<file path="config.mk">
export PLATFORM = sky130hd
export DESIGN_NAME = limited_slope_face_reconstruction_core
export DESIGN_NICKNAME = d
export VERILOG_FILES = /design/src/rtl/lsfr_pkg.sv /design/src/rtl/limited_slope_face_reconstruction_core.sv /design/src/rtl/lsfr_front.sv /design/src/rtl/lsfr_back.sv
export SDC_FILE = /design/constraint.sdc
export NUM_CORES = 2
export LEC_CHECK = 0
export BUFFER_PORTS_ARGS = -buffer_cell sky130_fd_sc_hd__buf_2
export CAP_MARGIN = 25
export CORE_MARGIN = 3
export CORE_UTILIZATION = 65
export CTS_CLUSTER_DIAMETER = 60
export DETAILED_ROUTE_END_ITERATION = 8
export PLACE_DENSITY_LB_ADDON = 0.3
export SYNTH_ARGS = -nofsm -noshare
export SYNTH_HDL_FRONTEND = slang
export SYNTH_SLANG_ARGS = --single-unit
</file>
<file path="constraint.sdc">
create_clock -name clk_i -period 8.65 [get_ports clk_i]
set_input_delay 1.2975 -clock clk_i [delete_from_list [all_inputs] [get_ports clk_i]]
set_output_delay 1.2975 -clock clk_i [all_outputs]
set_load 0.02 [all_outputs]
</file>
<file path="src/rtl/lsfr_pkg.sv">
// Shared type and constant for the limited-slope face reconstruction core.
package lsfr_pkg;

  // Longest grid line the cell counter tracks; the counter saturates below it.
  localparam int MaxCells = 4096;

  // Job handed from the front part to the divider part.
  typedef struct packed {
    logic        do_div;    // same-sign nonzero differences
    logic        neg;       // both differences negative
    logic [32:0] mag_a;     // |up|
    logic [32:0] mag_b;     // |um|
    logic        emit;      // a face word results
    logic [32:0] left_sum;  // older + previous half-slope, unsaturated
    logic [31:0] prev;      // previous sample
    logic [11:0] face;      // face index
  } job_t;

endpackage

</file>
<file path="src/rtl/limited_slope_face_reconstruction_core.sv">
// Top level of the limited-slope face reconstruction core.
// Usage:
//   Input channel: sample_i / first_of_row_i words with in_valid / in_stall.
//   first_of_row_i restarts the window; cells 0..2 of a line give no word.
//   Output channel: left_state_o, right_state_o, face_index_o words with
//   out_valid / out_stall; one word per cell from the fourth onward.
//   Each word runs through the back part: a 33x33 multiply of the two
//   difference magnitudes, then, when the slopes agree in sign, a 66-step
//   restoring divide by their sum, one quotient bit per cycle.
//   The divider loop sets the rate.
//   The front stalls the next input word until the half-slope of the
//   current one returns, as the next face needs it.
//   Reset clears the window, counter and all valid flags.
//   A stalled output word holds; the back part waits in its final state
//   and the front stalls behind it.
module limited_slope_face_reconstruction_core (
  input  logic        clk_i,
  input  logic        rst_ni,
  input  logic        in_valid,
  output logic        in_stall,
  input  logic [31:0] sample_i,
  input  logic        first_of_row_i,
  output logic        out_valid,
  input  logic        out_stall,
  output logic [31:0] left_state_o,
  output logic [31:0] right_state_o,
  output logic [11:0] face_index_o
);
  lsfr_pkg::job_t job;
  logic job_valid, job_stall, hs_valid;
  logic [31:0] hs;

  lsfr_front u_front (
    .clk_i, .rst_ni, .in_valid, .in_stall, .sample_i, .first_of_row_i,
    .hs_i(hs), .hs_valid_i(hs_valid),
    .job_valid_o(job_valid), .job_stall_i(job_stall), .job_o(job)
  );

  lsfr_back u_back (
    .clk_i, .rst_ni, .job_valid_i(job_valid), .job_stall_o(job_stall),
    .job_i(job), .hs_o(hs), .hs_valid_o(hs_valid),
    .out_valid, .out_stall, .left_state_o, .right_state_o, .face_index_o
  );
endmodule

</file>
<file path="src/rtl/lsfr_front.sv">
// Front part: sample window, differences and job classification.
module lsfr_front (
  input  logic            clk_i,
  input  logic            rst_ni,
  input  logic            in_valid,
  output logic            in_stall,
  input  logic [31:0]     sample_i,
  input  logic            first_of_row_i,
  input  logic [31:0]     hs_i,       // half-slope of the previous cell
  input  logic            hs_valid_i, // back part delivered it
  output logic            job_valid_o,
  input  logic            job_stall_i,
  output lsfr_pkg::job_t  job_o
);
  localparam logic [11:0] CntMax = 12'(lsfr_pkg::MaxCells - 1);

  logic [31:0] prev_q, older_q, phs_q;
  logic [11:0] cnt_q;
  logic        busy_q;  // a job is out, its half-slope not yet back

  logic [11:0] c;
  logic [32:0] up, um;
  logic        pos, neg, acc;

  always_comb begin
    c   = first_of_row_i ? '0 : cnt_q;
    up  = {sample_i[31], sample_i} - {prev_q[31], prev_q};
    um  = {prev_q[31], prev_q} - {older_q[31], older_q};
    pos = (c >= 12'd2) && !up[32] && (up != '0) && !um[32] && (um != '0);
    neg = (c >= 12'd2) && up[32] && um[32];
    in_stall = busy_q || job_stall_i;
    acc = in_valid && !in_stall;
    job_valid_o        = in_valid && !busy_q;
    job_o.do_div       = pos || neg;
    job_o.neg          = neg;
    job_o.mag_a        = up[32] ? -up : up;
    job_o.mag_b        = um[32] ? -um : um;
    job_o.emit         = c >= 12'd3;
    job_o.left_sum     = {older_q[31], older_q} + {phs_q[31], phs_q};
    job_o.prev         = prev_q;
    job_o.face         = c - 12'd1;
  end

  always_ff @(posedge clk_i or negedge rst_ni) begin
    if (!rst_ni) begin
      prev_q <= '0; older_q <= '0; phs_q <= '0; cnt_q <= '0; busy_q <= 1'b0;
    end else begin
      if (acc) begin
        older_q <= prev_q;
        prev_q  <= sample_i;
        busy_q  <= 1'b1;
        cnt_q   <= (c < CntMax) ? c + 12'd1 : c;
      end
      if (hs_valid_i) begin
        phs_q  <= hs_i;
        busy_q <= 1'b0;
      end
    end
  end
endmodule

</file>
<file path="src/rtl/lsfr_back.sv">
// Back part: job register, multiply, radix-2 divide, output register.
module lsfr_back (
  input  logic            clk_i,
  input  logic            rst_ni,
  input  logic            job_valid_i,
  output logic            job_stall_o,
  input  lsfr_pkg::job_t  job_i,
  output logic [31:0]     hs_o,
  output logic            hs_valid_o,
  output logic            out_valid,
  input  logic            out_stall,
  output logic [31:0]     left_state_o,
  output logic [31:0]     right_state_o,
  output logic [11:0]     face_index_o
);
  typedef enum logic [3:0] {
    S_IDLE = 4'b0001, S_MUL = 4'b0010, S_DIV = 4'b0100, S_DONE = 4'b1000
  } state_e;

  state_e         st_q, st_d;
  lsfr_pkg::job_t job_q;
  logic [65:0]    prod_q;   // shifts in quotient bits as dividend drains
  logic [33:0]    den_q;
  logic [34:0]    rem_q;
  logic [6:0]     step_q;

  logic [34:0] rem_sh, rem_sub;
  logic [32:0] hs_full, r_full;
  logic [31:0] l_sat, r_sat;
  logic        out_free;  // output register can take a word this cycle

  function automatic logic [31:0] sat33(input logic [32:0] v);
    if (v[32] != v[31]) return v[32] ? 32'h8000_0000 : 32'h7fff_ffff;
    return v[31:0];
  endfunction

  always_comb begin
    rem_sh  = {rem_q[33:0], prod_q[65]};
    rem_sub = rem_sh - {1'b0, den_q};
    hs_full = job_q.neg ? -{1'b0, prod_q[31:0]} : {1'b0, prod_q[31:0]};
    r_full  = {job_q.prev[31], job_q.prev} - (job_q.do_div ? hs_full : 33'd0);
    l_sat   = sat33(job_q.left_sum);
    r_sat   = sat33(r_full);
    out_free = !out_valid || !out_stall;
    job_stall_o = (st_q != S_IDLE);
    st_d = st_q;
    unique case (st_q)
      S_IDLE: if (job_valid_i) st_d = S_MUL;
      S_MUL:  st_d = job_q.do_div ? S_DIV : S_DONE;
      S_DIV:  if (step_q == 7'd65) st_d = S_DONE;
      S_DONE: if (out_free) st_d = S_IDLE;
      default: st_d = S_IDLE;
    endcase
  end

  assign hs_o       = job_q.do_div ? hs_full[31:0] : 32'd0;
  assign hs_valid_o = (st_q == S_DONE) && out_free;

  always_ff @(posedge clk_i or negedge rst_ni) begin
    if (!rst_ni) begin
      st_q <= S_IDLE; out_valid <= 1'b0;
    end else begin
      st_q <= st_d;
      if (st_q == S_DONE && out_free && job_q.emit) out_valid <= 1'b1;
      else if (out_valid && !out_stall) out_valid <= 1'b0;
    end
  end

  always_ff @(posedge clk_i) begin
    unique case (st_q)
      S_IDLE: if (job_valid_i) job_q <= job_i;
      S_MUL: begin
        prod_q <= {33'd0, job_q.mag_a} * {33'd0, job_q.mag_b};
        den_q  <= {1'b0, job_q.mag_a} + {1'b0, job_q.mag_b};
        rem_q  <= '0;
        step_q <= '0;
      end
      S_DIV: begin
        step_q <= step_q + 7'd1;
        if (rem_sh >= {1'b0, den_q}) begin
          rem_q  <= rem_sub;
          prod_q <= {prod_q[64:0], 1'b1};
        end else begin
          rem_q  <= rem_sh;
          prod_q <= {prod_q[64:0], 1'b0};
        end
      end
      S_DONE: begin
        if (out_free && job_q.emit) begin
          left_state_o  <= l_sat;
          right_state_o <= r_sat;
          face_index_o  <= job_q.face;
        end
      end
      default: ;
    endcase
  end
endmodule

</file>
; ---- Word-level counts from Yosys, hierarchy flattened
; Cells that the tools add are included.
; Widths: inputs -> output; s select.
[op_classes]
add_sub_neg = 12
mul = 1
n_lt_le_gt_ge = 4
n_eq_ne = 11
muxes = 29
reduce_logical = 29
[ops]
columns = op, n
row1 = $mux 32, 9
row2 = $pmux 66 s2, 1
row3 = $pmux 34 s2, 1
row4 = $mul 33x33->66, 1
row5 = $mux 33, 2
row6 = $neg 33->33, 2
row7 = $reduce_bool 33->1, 2
row8 = $sub 32x32->33, 2
row9 = $ge 35x34->1, 1
row10 = $add 33x33->34, 1
row11 = $mux 34, 1
row12 = $sub 34x34->34, 1
row13 = $add 32x32->33, 1
row14 = $neg 32->33, 1
row15 = $sub 33x33->33, 1
row16 = $ge 12x2->1 const B, 2
row17 = $mux 12, 2
row18 = $mux 4, 4
row19 = $pmux 4 s4, 1
row20 = $pmux 7 s2, 1
row21 = $add 12x1->12 const B, 1
row22 = $logic_and 1x1->1, 12
row23 = $lt 12x12->1 const B, 1
row24 = $sub 12x1->12 const B, 1
row25 = other kinds (16), 34
[totals]
reg_bits = 477
inputBits = 37
out_inout_bits = 78
wordCells = 110

; ---- Longest topological paths before layout
[depth]
ltp_word = 7
ltp_mapped = 31
mapped_depth_nobuf = 29

; ---- Hierarchy
; A second synthesis with hierarchy kept.
[unflattened]
hier_cells = 7240
hier_area_um2 = 66256.0
[by_module_without_submodules]
columns = module, n_inst, cells_each, area_each_um2, seq_area_each_um2
row1 = lsfr_back, 1, 5750, 54649.9, 11026.8
row2 = lsfr_front, 1, 1490, 11606.1, 2727.6

; ---- Worst setup path after synthesis
; No wires, ideal clock.
[synth_timing]
kind = reg-to-reg
start = register u_back.job_q[78] (netlist bit)
end = register u_back.prod_q[64], data pin
setup_ns = 0.270
arrival_ns = 7.634
required_time_ns = 8.380
path_slack_ns = 0.746
stages_incl_launch_ff = 30
n_path_buf = 2
period_less_slack_ns = 7.904
cell_sequence = edfxtp_1 > clkbuf_1 > and2_1 > fa_1 > inv_1 > fa_1 > inv_1 > fa_1 > inv_1 > fa_1 > inv_1 > fa_1 > fa_1 > fa_1 > inv_1 > fa_1 > inv_1 > ha_1 > clkbuf_1 > nand2_1 > o21ai_0 > o21ai_0 > a211o_1 > o21ai_0 > a31oi_1 > o31ai_1 > a41oi_1 > a21oi_1 > xnor2_1 > o21ai_0
[synth_via]
elab_chain_len = 2
[synth_lines]
columns = element, line
row1 = from (decl), lsfr_back.sv:21  ; lsfr_pkg::job_t job_q;
row2 = from (signal assigned), lsfr_back.sv:71  ; S_IDLE: if (job_valid_i) job_q <= job_i;
row3 = $mul 33x33->66, lsfr_back.sv:73  ; prod_q <= {33'd0, job_q.mag_a} * {33'd0, job_q.mag_b};
row4 = $pmux 66 s2, lsfr_back.sv:70  ; unique case (st_q)
row5 = to (signal assigned), lsfr_back.sv:73
row6 = to (signal assigned), lsfr_back.sv:82  ; prod_q <= {prod_q[64:0], 1'b1};
row7 = to (signal assigned), lsfr_back.sv:85  ; prod_q <= {prod_q[64:0], 1'b0};
row8 = to (decl), lsfr_back.sv:22  ; logic [65:0] prod_q;
; No other way between the ends.
; A chain may end at the register's enable or synchronous reset.

; ---- Worst setup path in the final report
[layout_timing]
start = register u_back.job_q[129] (netlist bit)
end = register u_back.prod_q[54], data pin
; Same word-level chain as after synthesis.

==> run summary <==
## Global route
• 105 — maximum number of pins on one net before global-route repair
• 6 — initial antenna violation count
• 0.3550 — aggregate global-route resource usage
• 52054 — vias in the first global route
• 0 — GRT overflow
• 287000 um — global-route wire length before repair

## Floorplan
• 103600 um2 — die area
• 321.9 um — Chip Height
• 115 — number of top-level pins
• 0.6571 — initial standard-cell utilization of the core
• 115 — Placement Rows
• 98710 um2 — core box area
• 321.9 um — Chip Width

## Logic synthesis
• inv_1 — leading cell type by number of instances after synthesis
• 0.2121 — sequential share of the synthesized area
• 1248 x inv_1, 964 x fa_1, 874 x nand2_1 — commonest cells in the netlist
• 0.2390 — share of flip-flops with an asynchronous set or reset
• 9.297 um2 — Post-Synthesis Mean Instance Area
• 0 — Yosys warning count
• fa_1 — library cell occupying the most area in the post-synthesis netlist
• 8450 — synthesized netlist net count
• fa_1 30%, edfxtp_1 17%, ha_1 9.1%, inv_1 7.2%, and2_1 5.4% — largest cells by area after synthesis
• 6977 — Post-Syn Instances
• edfxtp_1 — flip-flop cell with the highest count after synthesis
• 87 — count of different cell masters after synthesis
• 363 — number of synthesized flops with an enable pin
• 64860 um2 — Post-Synthesis Cell Area
• 0.2975 — top-area cell type share of the netlist area
• 477 — synthesis-stage register bit count

## Clock tree
• done — clock tree from TritonCTS
• 3 — number of buffers on the longest clock path
• 0.66 ns — clock latency on the worst-skew pair
• 0 — hold-fix buffers at CTS
• 2 — number of levels in the clock H-tree
• 0.07 ns — clock input transition at the sequential cells of the worst setup and hold paths
• 56 — clock buffer count from CTS
• clkbuf_16 — clock tree root driver cell
• 477 — number of clock sinks

## Timing
• 0 — count of endpoints failing setup in the final report
• 0.9869 ns — actual slew at the worst max-slew pin
• 0.03531 ns — final worst clock skew
• 0 — final count of hold timing violations
• 8.428 ns — min Tclk post-route
• 0.1187 GHz — timing-limited maximum frequency
• 0.3421 — worst-case headroom to the max-slew limit
• 0 — pins over their slew limit
• 0.9743 — Tcrit/Tclk final

## Job
• 0 — Max-cap violations

## Worst setup path
• 8.79 ns — CP arrival
• 9.01 ns — required time of the critical path
• flop — type of element launching the critical path
• flop — type of element capturing the critical path
• fa_1 — most frequent cell on the critical path
• fa_1 — Critical-path top delay cell
• 0.61 ns — worst stage delay on the critical path
• 28 — number of cell instances on the worst register-to-register path
• reg -> reg — critical path class
• 22 — peak fanout along the critical path

## Routing
• 21.41 um — routed wire length per instance
• 0 — number of design rule violations left after detail routing
• 6 — number of search-and-repair iterations in the first detailed-routing pass
• 6.035 — vias per cell
• 0 — count of nets left with antenna violations after detail routing
• 179400 um — final wirelength
• 5010 — drt initial violations
• 50553 — total number of vias

## Placement
• 114 — # port buffers
• 8233 — placed cells
• 0.9827 — routability cong.
• 143400 um — detailed placement HPWL

## Final layout
• 8376 — Final Non-Filler Cells
• 7.346% — post-synthesis to final-layout area growth
• 8512 — Final Net Count
• 7461 — number of inserted filler cells in the final layout
• 0.06774 — fraction of layout cells with a size suffix above 1

## Outcome
• completed — run status

## Hold path
• 0 — Hold Crit Depth
• reg -> reg — Hold Crit Class

metrics by stage:
| step | worst slack, ns | util | hold WS (ns) | setup TNS (ns) | cell area (um2) |
|---|---|---|---|---|---|
| 2_1_floorplan | 0.7461 | - | 0.4003 | 0 | 64860 |
| 3_3_place_gp | 0.1101 | 0.6819 | 0.4033 | 0 | 67310 |
| 3_5_place_dp | 0.1188 | 0.6819 | 0.4055 | 0 | 67310 |
| 4_1_cts | 0.03857 | 0.7018 | 0.4259 | 0 | 69270 |
| 5_1_grt | -0.04618 | 0.7054 | 0.4314 | -0.06032 | 69620 |
| 6_report | 0.2219 | 0.7054 | 0.4208 | 0 | 69630 |
cells in the final DEF, fill, tap and decap left out, types with 27 or more instances in the layout:
cell       count
xor2_1       102
nor2b_1       37
buf_2        114
mux2i_1       30
nand2_1      874
xnor2_1      225
clkbuf_16     56
buf_4        203
nor2_1       231
a31oi_1       27
a211oi_1      28
and2_1       558
fa_1         964
o21bai_1      43
and3_1        31
nand2b_1      34
nand3_1       60
dfrtp_1      113
edfxtp_1     363
inv_1       1248
o21a_1        35
o21ai_0      301
ha_1         472
nand4_1       54
nor3_1        41
a21oi_1      322
a21o_1       156
worst max-delay path, delay by kind of cell, from the launching register on:
| family | cells | cell delay (ns) |
|---|---|---|
| AND/OR/NAND/NOR | 3 | 0.39 |
| adder cells (fa/ha/maj) | 9 | 4.47 |
| AO/OA/AOI/OAI | 8 | 1.63 |
| XOR/XNOR | 1 | 0.15 |
| buffers and inverters | 7 | 0.97 |
| flip-flops | 1 | 0.50 |
sequential cells by signal (all words and copies together), names as in the netlist, 32 cells and up:
register,cells
u_back.job_q,146
u_back.left_state_o,32
u_front.older_q,32
u_back.prod_q,66
u_front.phs_q,32
u_back.right_state_o,32
u_back.rem_q,34
u_front.prev_q,32
u_back.den_q,34
repair_timing:
action | CTS | global route
pin swaps | 0 | 0
setup buffers | 3 | 31
setup endpoints to repair | 1 | 17
gates resized for setup | 0 | 12
cell type report:
class | instances | area (um2) | share of cell area
Multi-Input combinational cell | 4920 | 45230 | 0.6496
Sequential cell | 477 | 13750 | 0.1975
Clock inverter | 34 | 427.9 | 0.006146
Timing Repair Buffer | 333 | 2375 | 0.03411
Tap cell | 1287 | 1610 | 0.02313
Clock buffer | 71 | 1518 | 0.02180
Antenna cell | 3 | 7.507 | 0.0001078
Inverter | 1251 | 4703 | 0.06755
cell families after synthesis:
logic type | Yosys count | share of synthesized area
adders and majority gates | 1443 | 0.3897
muxes | 32 | 0.004977
DFF | 477 | 0.2121
AOI/OAI and AO/OA | 1111 | 0.1072
buffers and inverters | 1580 | 0.09165
and+or+nand+nor | 2006 | 0.1500
xor gates and xnor gates | 328 | 0.04450
routing by layer:
layer	share of wire	global-route usage	wire (um)	up-vias
li1	-	-	-	22328
met1	0.40	0.4907	71980	25270
met2	0.45	0.5434	80300	2506
met3	0.11	0.08627	18860	447
met4	0.046	0.1432	8194	2
met5	0.00011	0	19	-
path summary, 6_finish.rpt:
| path | startpoint | end | slack (ns) |
|---|---|---|---|
| max | u_back.job_q[129] | u_back.prod_q[54] | 0.22 |
| max in group asynchronous | rst_ni | u_front.phs_q[6] | 6.54 |
| min | u_back.job_q[10] | u_back.face_index_o[10] | 0.42 |
| min reg2reg | u_back.job_q[10] | u_back.face_index_o[10] | 0.42 |
| min in group asynchronous | rst_ni | u_front.phs_q[25] | 0.73 |
| max reg2reg | u_back.job_q[129] | u_back.prod_q[54] | 0.22 |
Power is not shown: default switching activity piles up to over one toggle a cycle in this logic, so the estimate is an artifact.
